===== src/sv/fcdma_pkg.sv =====
package fcdma_pkg;

   localparam int CHANNELS = 4;
   localparam int ADDR_BITS = 28;

   typedef enum logic [2:0] {
      OP_WRITE   = 3'd0,
      OP_READ    = 3'd1,
      OP_VBLANK  = 3'd2,
      OP_HBLANK  = 3'd3,
      OP_FIFO    = 3'd4,
      OP_CAPTURE = 3'd5,
      OP_STEP    = 3'd6
   } op_type;

   localparam logic [1:0] TIMING_NOW    = 2'd0;
   localparam logic [1:0] TIMING_VBLANK = 2'd1;
   localparam logic [1:0] TIMING_HBLANK = 2'd2;
   localparam logic [1:0] TIMING_SPECIAL = 2'd3;

   localparam logic [1:0] RULE_INC    = 2'd0;
   localparam logic [1:0] RULE_DEC    = 2'd1;
   localparam logic [1:0] RULE_FIXED  = 2'd2;
   localparam logic [1:0] RULE_RELOAD = 2'd3;

   localparam logic [31:0] FIFO_A_ADDR = 32'h040000A0;
   localparam logic [31:0] FIFO_B_ADDR = 32'h040000A4;

   typedef struct packed {
      logic [2:0]  op;
      logic [5:0]  reg_offset;
      logic [7:0]  write_byte;
      logic        fifo_select;
      logic        last_scanline;
   } req_type;

   typedef struct packed {
      logic [7:0]  read_byte;
      logic        xfer_valid;
      logic [1:0]  xfer_channel;
      logic [27:0] src_addr;
      logic [27:0] dst_addr;
      logic        word_size;
      logic        open_bus;
      logic        block_done;
      logic [3:0]  irq_request;
      logic [3:0]  pending_mask;
   } rsp_type;

   function automatic logic [ADDR_BITS-1:0] src_mask(input int c);
      logic [31:0] m;
      m = (c == 0) ? 32'h07FFFFFF : 32'h0FFFFFFF;
      return m[ADDR_BITS-1:0];
   endfunction

   function automatic logic [ADDR_BITS-1:0] dst_mask(input int c);
      logic [31:0] m;
      m = (c == 3) ? 32'h0FFFFFFF : 32'h07FFFFFF;
      return m[ADDR_BITS-1:0];
   endfunction

endpackage


===== src/sv/fcdma_if.sv =====
interface fcdma_req_if;
   logic                     valid;
   logic                     ready;
   fcdma_pkg::req_type       payload;
   modport source (output valid, output payload, input ready);
   modport sink (input valid, input payload, output ready);
endinterface

interface fcdma_rsp_if;
   logic                     valid;
   logic                     ready;
   fcdma_pkg::rsp_type       payload;
   modport source (output valid, output payload, input ready);
   modport sink (input valid, input payload, output ready);
endinterface


===== src/sv/fcdma_core.sv =====
module fcdma_core (
   input  logic                clock,
   input  logic                reset,
   input  logic                fire,
   input  fcdma_pkg::req_type  req,
   output fcdma_pkg::rsp_type  rsp
);
   import fcdma_pkg::*;

   logic [31:0]          source_reg_ff [CHANNELS];
   logic [31:0]          source_reg_in [CHANNELS];
   logic [31:0]          dest_reg_ff   [CHANNELS];
   logic [31:0]          dest_reg_in   [CHANNELS];
   logic [15:0]          count_reg_ff  [CHANNELS];
   logic [15:0]          count_reg_in  [CHANNELS];
   logic [15:0]          control_ff    [CHANNELS];
   logic [15:0]          control_in    [CHANNELS];
   logic [ADDR_BITS-1:0] live_src_ff   [CHANNELS];
   logic [ADDR_BITS-1:0] live_src_in   [CHANNELS];
   logic [ADDR_BITS-1:0] live_dst_ff   [CHANNELS];
   logic [ADDR_BITS-1:0] live_dst_in   [CHANNELS];
   logic [16:0]          units_ff      [CHANNELS];
   logic [16:0]          units_in      [CHANNELS];
   logic [CHANNELS-1:0]  pending_ff, pending_in;
   logic [CHANNELS-1:0]  reload_ff, reload_in;

   logic [3:0]  chan;
   logic [3:0]  byte_sel;
   logic [1:0]  sel;
   logic        found;
   logic [15:0] ctl;
   logic [1:0]  tm;
   logic        audio, word, rep;
   logic [1:0]  srule, drule;
   logic [31:0] src, dst, ns, inc, smask, dmask, blk;
   logic [16:0] ul;
   logic        rl;
   logic [31:0] fifo_addr;
   logic [7:0]  hi_mask;

   always_comb begin
      if (req.reg_offset >= 6'd36) begin
         chan     = 4'd3;
         byte_sel = 4'(req.reg_offset - 6'd36);
      end else if (req.reg_offset >= 6'd24) begin
         chan     = 4'd2;
         byte_sel = 4'(req.reg_offset - 6'd24);
      end else if (req.reg_offset >= 6'd12) begin
         chan     = 4'd1;
         byte_sel = 4'(req.reg_offset - 6'd12);
      end else begin
         chan     = 4'd0;
         byte_sel = 4'(req.reg_offset);
      end
      rsp = '0;
      for (int c = 0; c < CHANNELS; c++) begin
         source_reg_in[c] = source_reg_ff[c];
         dest_reg_in[c]   = dest_reg_ff[c];
         count_reg_in[c]  = count_reg_ff[c];
         control_in[c]    = control_ff[c];
         live_src_in[c]   = live_src_ff[c];
         live_dst_in[c]   = live_dst_ff[c];
         units_in[c]      = units_ff[c];
      end
      pending_in = pending_ff;
      reload_in  = reload_ff;
      fifo_addr = req.fifo_select ? FIFO_B_ADDR : FIFO_A_ADDR;
      sel = '0;
      found = 1'b0;
      for (int c = CHANNELS - 1; c >= 0; c--) begin
         if (pending_ff[c]) begin
            sel = 2'(c);
            found = 1'b1;
         end
      end
      ctl = '0; tm = '0; audio = 1'b0; word = 1'b0; rep = 1'b0;
      srule = '0; drule = '0; src = '0; dst = '0; ns = '0; inc = '0;
      smask = '0; dmask = '0; blk = '0; ul = '0; rl = 1'b0; hi_mask = '0;

      case (op_type'(req.op))
         OP_WRITE: begin
            for (int c = 0; c < CHANNELS; c++) begin
               if (req.reg_offset < 6'd48 && chan == 4'(c)) begin
                  if (byte_sel < 4'd4) begin
                     source_reg_in[c][byte_sel[1:0]*8 +: 8] = req.write_byte;
                  end else if (byte_sel < 4'd8) begin
                     dest_reg_in[c][byte_sel[1:0]*8 +: 8] = req.write_byte;
                  end else if (byte_sel < 4'd10) begin
                     count_reg_in[c][byte_sel[0]*8 +: 8] = req.write_byte;
                  end else if (byte_sel == 4'd10) begin
                     control_in[c][7:0] = req.write_byte;
                  end else begin
                     if (!control_ff[c][15] && req.write_byte[7]) begin
                        live_src_in[c] = source_reg_ff[c][ADDR_BITS-1:0] & src_mask(c);
                        live_dst_in[c] = dest_reg_ff[c][ADDR_BITS-1:0] & dst_mask(c);
                        units_in[c] = '0;
                        reload_in[c] = 1'b0;
                     end
                     control_in[c][15:8] = req.write_byte;
                     if (!req.write_byte[7]) begin
                        pending_in[c] = 1'b0;
                        units_in[c] = '0;
                        reload_in[c] = 1'b0;
                     end else if (req.write_byte[5:4] == TIMING_NOW) begin
                        pending_in[c] = 1'b1;
                     end
                  end
               end
            end
         end
         OP_READ: begin
            for (int c = 0; c < CHANNELS; c++) begin
               if (req.reg_offset < 6'd48 && chan == 4'(c)) begin
                  hi_mask = (c == 3) ? 8'hFF : 8'hF7;
                  if (byte_sel == 4'd10) rsp.read_byte = control_ff[c][7:0] & 8'hE0;
                  else if (byte_sel == 4'd11) rsp.read_byte = control_ff[c][15:8] & hi_mask;
               end
            end
         end
         OP_VBLANK, OP_HBLANK: begin
            for (int c = 0; c < CHANNELS; c++) begin
               if (control_ff[c][15] && control_ff[c][13:12] ==
                   ((req.op == OP_VBLANK) ? TIMING_VBLANK : TIMING_HBLANK))
                  pending_in[c] = 1'b1;
            end
         end
         OP_FIFO: begin
            for (int c = 1; c < 3 && c < CHANNELS; c++) begin
               if (control_ff[c][15] && control_ff[c][13:12] == TIMING_SPECIAL
                   && dest_reg_ff[c] == fifo_addr)
                  pending_in[c] = 1'b1;
            end
         end
         OP_CAPTURE: begin
            for (int c = 3; c < CHANNELS; c++) begin
               if (control_ff[c][15] && control_ff[c][13:12] == TIMING_SPECIAL) begin
                  if (req.last_scanline) control_in[c][15] = 1'b0;
                  pending_in[c] = 1'b1;
               end
            end
         end
         OP_STEP: begin
            for (int c = 0; c < CHANNELS; c++) begin
               if (found && sel == 2'(c)) begin
                  ctl   = control_ff[c];
                  tm    = ctl[13:12];
                  audio = (tm == TIMING_SPECIAL) && (c != 3);
                  word  = ctl[10] || audio;
                  srule = ctl[8:7];
                  drule = audio ? RULE_FIXED : ctl[6:5];
                  smask = 32'(src_mask(c));
                  dmask = 32'(dst_mask(c));
                  src   = 32'(live_src_ff[c]) & smask;
                  dst   = 32'(live_dst_ff[c]) & dmask;
                  inc   = word ? 32'd4 : 32'd2;
                  blk   = 32'(count_reg_ff[c]);
                  if (c != 3) blk = blk & 32'h3FFF;
                  if (blk == 32'd0) blk = (c == 3) ? 32'h10000 : 32'h4000;
                  if (audio) blk = 32'd4;
                  ul = units_ff[c];
                  rl = reload_ff[c];
                  if (ul == 17'd0 || ul > 17'h10000) begin
                     ul = blk[16:0];
                     rl = 1'b0;
                  end
                  rsp.xfer_valid   = 1'b1;
                  rsp.xfer_channel = 2'(c);
                  rsp.src_addr = src[27:0] & (word ? ~28'd3 : ~28'd1);
                  rsp.dst_addr = dst[27:0] & (word ? ~28'd3 : ~28'd1);
                  rsp.word_size = word;
                  rsp.open_bus = (src <= 32'h01FFFFFF);
                  if (src >= 32'h08000000 && src <= 32'h0DFFFFFF) srule = RULE_INC;
                  if (srule == RULE_INC) begin
                     ns = src + inc;
                     if (ns == 32'h08000000 && dst >= 32'h08000000 &&
                         dst <= 32'h0DFFFFFF) ns = dst + 32'd2;
                     src = ns;
                  end else if (srule == RULE_DEC) begin
                     src = src - inc;
                  end
                  if (drule == RULE_INC) dst = dst + inc;
                  else if (drule == RULE_DEC) dst = dst - inc;
                  else if (drule == RULE_RELOAD) begin
                     dst = dst + inc;
                     rl = 1'b1;
                  end
                  live_src_in[c] = src[ADDR_BITS-1:0] & smask[ADDR_BITS-1:0];
                  live_dst_in[c] = dst[ADDR_BITS-1:0] & dmask[ADDR_BITS-1:0];
                  ul = ul - 17'd1;
                  reload_in[c] = rl;
                  if (ul == 17'd0) begin
                     rep = ctl[9] || audio;
                     rsp.block_done = 1'b1;
                     if (ctl[14]) rsp.irq_request = 4'(1 << c);
                     count_reg_in[c] = '0;
                     if (rep && tm != TIMING_NOW) begin
                        if (rl) live_dst_in[c] = dest_reg_ff[c][ADDR_BITS-1:0] &
                                                 dmask[ADDR_BITS-1:0];
                        count_reg_in[c] = blk[15:0];
                     end else begin
                        control_in[c][15] = 1'b0;
                     end
                     reload_in[c]  = 1'b0;
                     pending_in[c] = 1'b0;
                  end
                  units_in[c] = ul;
               end
            end
         end
         default: begin
         end
      endcase
      rsp.pending_mask = 4'(pending_in);
   end

   always_ff @(posedge clock) begin
      if (reset) begin
         for (int c = 0; c < CHANNELS; c++) begin
            source_reg_ff[c] <= '0;
            dest_reg_ff[c]   <= '0;
            count_reg_ff[c]  <= '0;
            control_ff[c]    <= '0;
            live_src_ff[c]   <= '0;
            live_dst_ff[c]   <= '0;
            units_ff[c]      <= '0;
         end
         pending_ff <= '0;
         reload_ff  <= '0;
      end else if (fire) begin
         for (int c = 0; c < CHANNELS; c++) begin
            source_reg_ff[c] <= source_reg_in[c];
            dest_reg_ff[c]   <= dest_reg_in[c];
            count_reg_ff[c]  <= count_reg_in[c];
            control_ff[c]    <= control_in[c];
            live_src_ff[c]   <= live_src_in[c];
            live_dst_ff[c]   <= live_dst_in[c];
            units_ff[c]      <= units_in[c];
         end
         pending_ff <= pending_in;
         reload_ff  <= reload_in;
      end
   end
endmodule


===== src/sv/four_channel_dma_controller.sv =====
// Four-channel DMA address engine.
// Transactions arrive on the req channel: register writes and reads, the
// vblank, hblank, audio FIFO and video capture triggers, and steps. Each
// request transaction yields exactly one rsp transaction carrying the read
// byte, the address pair of the unit moved (if any) and the pending mask.
// A request is registered in an input stage; the channel state is updated
// and the response computed by a single pass of logic from that stage into
// the output register, from which the response is offered. While the
// receiver does not stall, one transaction is accepted every cycle.
// The per-channel register file updates as the input stage is consumed.
// While the receiver stalls, the output register holds its transaction and
// the input stage fills; once both are full req_ready falls.
// Synchronous reset clears every channel register, the pending flags and
// both pipeline stages; the block is ready once reset is released.
module four_channel_dma_controller (
   input  logic      clock,
   input  logic      reset,
   fcdma_req_if.sink   req,
   fcdma_rsp_if.source rsp
);
   import fcdma_pkg::*;

   logic    in_valid_ff, in_valid_in;
   req_type in_data_ff;
   logic    out_valid_ff, out_valid_in;
   rsp_type out_data_ff;
   rsp_type core_rsp;
   logic    fire;

   assign fire = in_valid_ff && (!out_valid_ff || rsp.ready);
   assign req.ready = !in_valid_ff || fire;
   assign rsp.valid = out_valid_ff;
   assign rsp.payload = out_data_ff;
   assign in_valid_in = req.valid || (in_valid_ff && !fire);
   assign out_valid_in = fire || (out_valid_ff && !rsp.ready);

   fcdma_core u_core (
      .clock (clock),
      .reset (reset),
      .fire  (fire),
      .req   (in_data_ff),
      .rsp   (core_rsp)
   );

   always_ff @(posedge clock) begin
      if (reset) begin
         in_valid_ff  <= 1'b0;
         out_valid_ff <= 1'b0;
      end else begin
         in_valid_ff  <= in_valid_in;
         out_valid_ff <= out_valid_in;
      end
   end

   always_ff @(posedge clock) begin
      if (req.ready) in_data_ff <= req.payload;
      if (fire) out_data_ff <= core_rsp;
   end

   a_stall_hold: assert property (@(posedge clock) disable iff (reset)
      out_valid_ff && !rsp.ready |=> out_valid_ff && $stable(out_data_ff))
      else $error("response changed while stalled");
   a_full_not_ready: assert property (@(posedge clock) disable iff (reset)
      in_valid_ff && out_valid_ff && !rsp.ready |-> !req.ready)
      else $error("request accepted with both stages full");
   a_irq_onehot: assert property (@(posedge clock) disable iff (reset)
      rsp.valid |-> $onehot0(rsp.payload.irq_request)
                  && (rsp.payload.xfer_valid || rsp.payload.irq_request == 4'd0))
      else $error("bad interrupt request");
endmodule

===== src/flat_wrapper.sv =====
// flat-port wrapper written by rule: the top's interface ports become plain ports
module four_channel_dma_controller_flat import fcdma_pkg::*;
  (clock, reset, req_valid, req_payload, req_ready, rsp_valid, rsp_payload, rsp_ready);
  fcdma_req_if req_i ();
  fcdma_rsp_if rsp_i ();
  input  logic clock;
  input  logic reset;
  input wire logic [$bits(req_i.valid)-1:0] req_valid;
  input wire logic [$bits(req_i.payload)-1:0] req_payload;
  output wire logic [$bits(req_i.ready)-1:0] req_ready;
  output wire logic [$bits(rsp_i.valid)-1:0] rsp_valid;
  output wire logic [$bits(rsp_i.payload)-1:0] rsp_payload;
  input wire logic [$bits(rsp_i.ready)-1:0] rsp_ready;
  assign req_i.valid = req_valid;
  assign req_i.payload = req_payload;
  assign req_ready = req_i.ready;
  assign rsp_valid = rsp_i.valid;
  assign rsp_payload = rsp_i.payload;
  assign rsp_i.ready = rsp_ready;
  four_channel_dma_controller u_core (.clock(clock), .reset(reset), .req(req_i), .rsp(rsp_i));
endmodule

===== config.mk =====
export PLATFORM = sky130hd
export DESIGN_NAME = four_channel_dma_controller_flat
export DESIGN_NICKNAME = d
export VERILOG_FILES = /design/src/sv/fcdma_pkg.sv /design/src/sv/fcdma_if.sv /design/src/sv/fcdma_core.sv /design/src/sv/four_channel_dma_controller.sv /design/src/flat_wrapper.sv
export SDC_FILE = /design/constraint.sdc
export NUM_CORES = 2
export LEC_CHECK = 0
export BUFFER_PORTS_ARGS = -buffer_cell sky130_fd_sc_hd__clkbuf_2
export CAP_MARGIN = 20
export CORE_ASPECT_RATIO = 0.9
export CORE_MARGIN = 5
export CORE_UTILIZATION = 64
export DETAILED_ROUTE_END_ITERATION = 10
export PLACE_DENSITY = 0.78
export SETUP_SLACK_MARGIN = 0.05
export SYNTH_ARGS = -nofsm -noshare
export SYNTH_HDL_FRONTEND = slang
export SYNTH_SLANG_ARGS = --single-unit

===== constraint.sdc =====
create_clock -name clock -period 8.04 [get_ports clock]
set_clock_uncertainty 0.1 [all_clocks]
set_input_delay 0.402 -clock clock [delete_from_list [all_inputs] [get_ports clock]]
set_output_delay 0.402 -clock clock [all_outputs]
set_load 0.01 [all_outputs]

# --- Word-level counts from Yosys, hierarchy flattened ---
# Memories as Yosys holds them, arrays and structs flattened.
# Index checks and enable logic that the tools add are counted.
totals:
  ff_bits: 107
  mem_bits_rw: 676
  word_cells: 745
  mem_count: 7
classes:
  addsub: 29
  order_cmp: 31
  eq_ne: 56
  shifts: 4
  mux: 464
  n_bitwise: 36
  n_reduce_logical: 96
memory_table:
  columns: ["memory", "words", "width", "rd", "rd_clocked_by_memory_dff", "write_ports", "line", "rtl"]
  rows:
  - ["u_core.u_core.dest_reg_ff", 4, 32, 4, 0, 4, "fcdma_core.sv:12", "logic [31:0] dest_reg_ff [CHANNELS];"]
  - ["u_core.u_core.source_reg_ff", 4, 32, 4, 0, 4, "fcdma_core.sv:10", "logic [31:0] source_reg_ff [CHANNELS];"]
  - ["u_core.u_core.live_dst_ff", 4, 28, 4, 0, 4, "fcdma_core.sv:20", "logic [ADDR_BITS-1:0] live_dst_ff [CHANNELS];"]
  - ["u_core.u_core.live_src_ff", 4, 28, 4, 0, 4, "fcdma_core.sv:18", "logic [ADDR_BITS-1:0] live_src_ff [CHANNELS];"]
  - ["u_core.u_core.units_ff", 4, 17, 4, 0, 4, "fcdma_core.sv:22", "logic [16:0] units_ff [CHANNELS];"]
  - ["u_core.u_core.control_ff", 4, 16, 4, 0, 4, "fcdma_core.sv:16", "logic [15:0] control_ff [CHANNELS];"]
  - ["+1 memories", null, null, null, null, null, null, null]
op_table:
  columns: ["op", "count"]
  rows:
  - ["2-to-1 mux 28 bit", 79]
  - ["2-to-1 mux 32 bit", 34]
  - ["2-to-1 mux 17 bit", 55]
  - ["2-to-1 mux 16 bit", 52]
  - ["2-to-1 mux 27 bit", 21]
  - ["case mux 112 bit (2 select lines)", 2]
  - ["2-to-1 mux 66 bit", 4]
  - ["bitwise mux 32 bit", 8]
  - ["2-to-1 mux 128 bit", 2]
  - ["2-to-1 mux 8 bit", 20]
  - ["logical NOT 17 bit", 8]
  - ["case mux 68 bit (2 select lines)", 1]
  - ["2-to-1 mux 1 bit", 128]
  - ["case mux 64 bit (2 select lines)", 1]
  - ["bitwise AND 27 x 28 -> 28 bit", 4]
  - ["bitwise AND 28 bit", 4]
  - [">= comparator 27 x 28 -> 1 bit (second input constant)", 4]
  - [">= comparator 28 bit (second input constant)", 4]
  - ["less-or-equal comparator 27 x 28 -> 1 bit (second input constant)", 4]
  - ["less-or-equal comparator 28 bit (second input constant)", 4]
  - ["subtractor 28 x 3 -> 28 bit", 4]
  - ["subtractor 27 x 3 -> 27 bit", 4]
  - ["logical NOT 32 bit", 3]
  - ["adder 28 x 3 -> 29 bit", 3]
  - ["60 further kinds", 263]

# --- Logic depth before layout (Yosys ltp) ---
depth:
  depth_word: 27
  depth_mapped: 22
  ltp_nobuf: 17

# --- Hierarchy ---
# From an unflattened synthesis, not the netlist that was laid out.
unflattened:
  hier_cells: 4603
  area_unflattened_um2: 44053.5
modules_own_cells:
  columns: ["mod", "n_inst", "cells_each", "area_each_um2", "seq_area_each_um2"]
  rows:
  - ["fcdma_core", 1, 4497, 41046.9, 18387.6]
  - ["four_channel_dma_controller", 1, 106, 3006.6, 2952.8]

# --- Least setup slack after synthesis ---
# Ideal clock, no wire load.
synth_timing:
  kind: "reg2reg"
  start: "memory u_core.u_core.units_ff[3][5]"
  end: "memory u_core.u_core.count_reg_ff[3][0] (enable)"
  t_arrival_ps: 5610
  path_slack_ps: 1957
  stages_incl_launch_ff: 20
  n_path_buf: 4
  period_less_slack_ps: 6083
  path_cell_list: "edfxtp_1 > buf_6 > nor4_4 > nand4b_1 > o21ai_0 > and2_0 > clkbuf_1 > buf_1 > mux2i_1 > ha_1 > clkbuf_1 > nor2b_1 > nand4_1 > xor2_1 > a221o_1 > mux2i_1 > or4_1 > or4_4 > nor3_1 > o21a_1"
synth_rtl:
  columns: ["item", "line", "rtl"]
  rows:
  - ["from (decl)", "fcdma_core.sv:22", null]
  - ["to (decl)", "fcdma_core.sv:14", "logic [15:0] count_reg_ff [CHANNELS];"]

==> impl_metrics.csv <==
group,metric,value,unit
outcome,status,"finished, final reports clean",
timing,drv_slew,0,
drt,vias,40578,
setup_path,rr_worst_depth,16,
logic_synthesis,synth-compound-area-share,0.1462,
drt,drt_iter0_markers,7163,
global_route,grtUsageTotal,0.4083,
setup_path,crit_path_end,"u_core.u_core.count_reg_ff[3][5]$_SDFFCE_PN0P_",
timing,setup_tns,0,ps
clock_network,cts.reportedPaths.clkPinSlew,60,ps
global_route,grt.overflow.total,0,
setup_path,cpMaxStageDelayCell,"o21a_1",
final_layout,fill_cells,5305,
logic_synthesis,yosysMostFrequentCell,"nand2_1",
placement,io_buffers,100,
clock_network,htreeDepth,3,
drt,wl,157600,um
die,core,68660,um^2
drt,drc_errors,0,
setup_path,worstSetupPathType,"register to register",
final_layout,final_core_util,0.7027,
final_layout,seq_area,21290,um^2
setup_path,start_kind,"register",
timing,hold_viol,0,
logic_synthesis,synth-main-ff-cell,"edfxtp_1",
logic_synthesis,synth_seq_cells,712,
setup_path,rrSetupSlack,1060,ps
setup_path,crit_chain,"nor4_4, nand4b_1, o21ai_0, and2_0, mux2_2, inv_1, ha_1, nor4b_1, a32o_1, a31oi_1, and2_1, xnor2_1, or4_1, or4_4, nor3_1, o21a_1",
timing,finalCritPeriodShare,0.8679,
setup_path,critPathMaxFanout,16,
logic_synthesis,synth_top_family_by_area,"simple AND/OR/NAND/NOR gates",
logic_synthesis,synth_xor_area_frac,0.05495,
drt,met3_length,25820,um
logic_synthesis,yosysTopAreaCellShare,0.4740,
logic_synthesis,synthArstFlopShare,0,
die,dieArea,74860,um^2
logic_synthesis,synth_edf_count,702,
flow_run,cap_violations,0,
clock_network,insertion_delay,640,ps
power,irDropWorstVdd,208.0,uV
logic_synthesis,yosys.area.top_type,"edfxtp_1",
timing,setup_viol,0,
final_layout,drive_gt1_frac,0.07393,
die,die_x,287.9,um
setup_path,max_stage_delay,660,ps
clock_network,cts_tree,"built",
clock_network,clock_path_buffers,3,
placement,dp_hpwl,108200,um
die,rows,91,
drt,firstDrtPassIters,8,
logic_synthesis,synthSimpleGateAreaFrac,0.2403,
setup_path,r2r-start,"u_core.u_core.units_ff[3][5]$_SDFFCE_PN0P_",
logic_synthesis,yosysSeqAreaShare,0.4785,
drt,wl_met1,60390,um
drt,dr_wl_met2,64400,um
logic_synthesis,syn-cell-area,44470,um^2
timing,grt_setup_unrepaired,"false",
logic_synthesis,synth.area.top_cells,"edfxtp_1 47%, nand2_1 8.2%, nor2_1 4.1%",
logic_synthesis,ys_warn_count,0,
logic_synthesis,synth.avg_cell_area,9.068,um^2
setup_path,timing.critical_path.from,"u_core.u_core.units_ff[3][5]$_SDFFCE_PN0P_",
global_route,grt_pass1_vias,36617,
placement,gp_congestion,1.073,
logic_synthesis,synth.distinct_cells,91,
hold_path,worstHoldPathType,"input pin to register",
global_route,grt_first_pass_wirelength,232100,um
power,cellLeakagePower,17.81,nW
drt,routed_wire_length_per_instance,27.07,um
timing,slew_headroom,0.1683,
die,ios,103,
timing,tightest_slew,1245,ps
die,dieHeight,260.1,um
setup_path,setup.worst_path.end_class,"register",
drt,viasPerCell,6.971,
logic_synthesis,synth_adder_area_share,0.02330,
final_layout,area_growth,8.489,%
timing,max_freq,143.3,MHz
setup_path,r2r-end,"u_core.u_core.count_reg_ff[3][5]$_SDFFCE_PN0P_",
clock_network,cts_sinks,712,
drt,drtAntennaViolNets,0,
clock_network,cts_buffers,77,
final_layout,multiInputGateArea,21620,um^2
die,initial_utilization,0.6477,
setup_path,cp_data_arrival_time,7150,ps
logic_synthesis,synth_common_cells,"969 x nand2_1, 702 x edfxtp_1, 483 x nor2_1, 318 x a21oi_1, 313 x clkbuf_1",
final_layout,nNetsFinal,4918,
global_route,grt_max_degree,89,
setup_path,cp.required,8210,ps
global_route,antenna_found_initial,3,
drt,routed.top_layer,"met5",
logic_synthesis,muxShareOfSynthArea,0.01728,
power,p_per_area,197.3,nW/um^2
clock_network,cts_root_buffer,"clkbuf_16",
logic_synthesis,synthCells,4904,
timing,min_period,6978,ps
-- how the worst min path moves through the flow --
| stage | cells past startpoint | start | slack, ps | end |
|---|---|---|---|---|
| floorplan | 2 | u_core.u_core.reload_ff[3]$_SDFFE_PP0P_ | 350 | u_core.u_core.reload_ff[3]$_SDFFE_PP0P_ |
| global placement | 2 | u_core.u_core.reload_ff[3]$_SDFFE_PP0P_ | 360 | u_core.u_core.reload_ff[3]$_SDFFE_PP0P_ |
| detailed placement | 2 | u_core.u_core.reload_ff[3]$_SDFFE_PP0P_ | 370 | u_core.u_core.reload_ff[3]$_SDFFE_PP0P_ |
| CTS | 3 | reset | 160 | u_core.in_valid_ff$_SDFF_PP0_ |
| global route | 3 | reset | 180 | u_core.rsp.valid$_SDFF_PP0_ |
| finish | 3 | reset | 170 | u_core.in_valid_ff$_SDFF_PP0_ |
-- area by class of cell --
| type | instances | share of cell area |
|---|---|---|
| clock buffers | 88 | 0.04080 |
| flip-flops and latches | 712 | 0.4412 |
| well taps | 930 | 0.02412 |
| diodes | 8 | 0.0004150 |
| inverters | 88 | 0.006899 |
| multi-input cells | 3746 | 0.4481 |
| repair buffers | 200 | 0.02863 |
| clock inverters | 49 | 0.009829 |
-- flip-flops by register name (all words and copies together) (netlist names), 19 cells and up --
name                         flops
u_core.in_data_ff               19
u_core.rsp.payload              76
u_core.u_core.control_ff        41
u_core.u_core.count_reg_ff      58
u_core.u_core.dest_reg_ff      118
u_core.u_core.live_dst_ff      106
u_core.u_core.live_src_ff      108
u_core.u_core.source_reg_ff    108
u_core.u_core.units_ff          68
-- per-stage QoR --
step	hold WS [ps]	total power, mW	cells	area (um^2)	setup WS (ps)
after floorplan	347.8	5.494	4905	44470	1957
after global placement	360.1	5.928	5647	45430	1436
after detailed placement	373.1	5.947	5647	45430	1285
after CTS	158.1	9.422	5805	48090	1203
after global routing	176.7	9.766	5813	48220	701.9
final	168.6	9.518	5821	48240	1062
-- logic make-up (layout without fill, tap and decap cells) --
kind of cell | count (synthesis) | after routing
compound gates | 1004 | 1004
buf+inv | 447 | 425
xor+xnor | 279 | 279
mux | 75 | 75
other cells | 1 | 10
flops | 712 | 712
fa+ha+maj | 74 | 74
simple gates | 2312 | 2312
-- routing by layer --
| metal | vias up | global-route usage |
|---|---|---|
| li1 | 17742 | - |
| met1 | 19222 | 0.5893 |
| met2 | 3160 | 0.5698 |
| met3 | 452 | 0.1408 |
| met4 | 2 | 0.1562 |
| met5 | - | 0 |
-- cells in the final DEF (no fill, tap or decap), types with 71 or more instances in the layout --
cell       instances
nand3_1          149
o21ai_0          145
clkbuf_2         101
buf_4             71
clkbuf_16         77
nor4_1            89
a31oi_1           77
nand2_1          967
nor2_1           475
edfxtp_1         702
xor2_1           109
nor3_1           168
inv_1             84
xnor2_1          170
a21oi_1          314
-- where the power goes --
group | leakage, nW | total (mW) | switching [mW] | internal [mW]
sequential | 7.34 | 4.72 | 0.373 | 4.35
clock | 1.19 | 3.55 | 1.55 | 1.99
combinational | 9.28 | 1.25 | 0.831 | 0.419
-- timing repair --
action | 4_1_cts | 5_1_grt
resized for setup | 0 | 0
hold endpoints to repair | 21 | 0
setup buffers | 0 | 0
setup endpoints to repair | 0 | 0
hold buffers | 21 | 0
-- critical path: cells and delay by family (launching register included) --
kind                       cells  cell delay, ps
and+or+nand+nor                8            3400
DFF                            1             530
adders and majority gates      1             370
buffers and inverters          1              70
muxes                          1             410
xor gates and xnor gates       1             140
AOI/OAI and AO/OA              4            1560
Power figures use the tool's default switching activity.
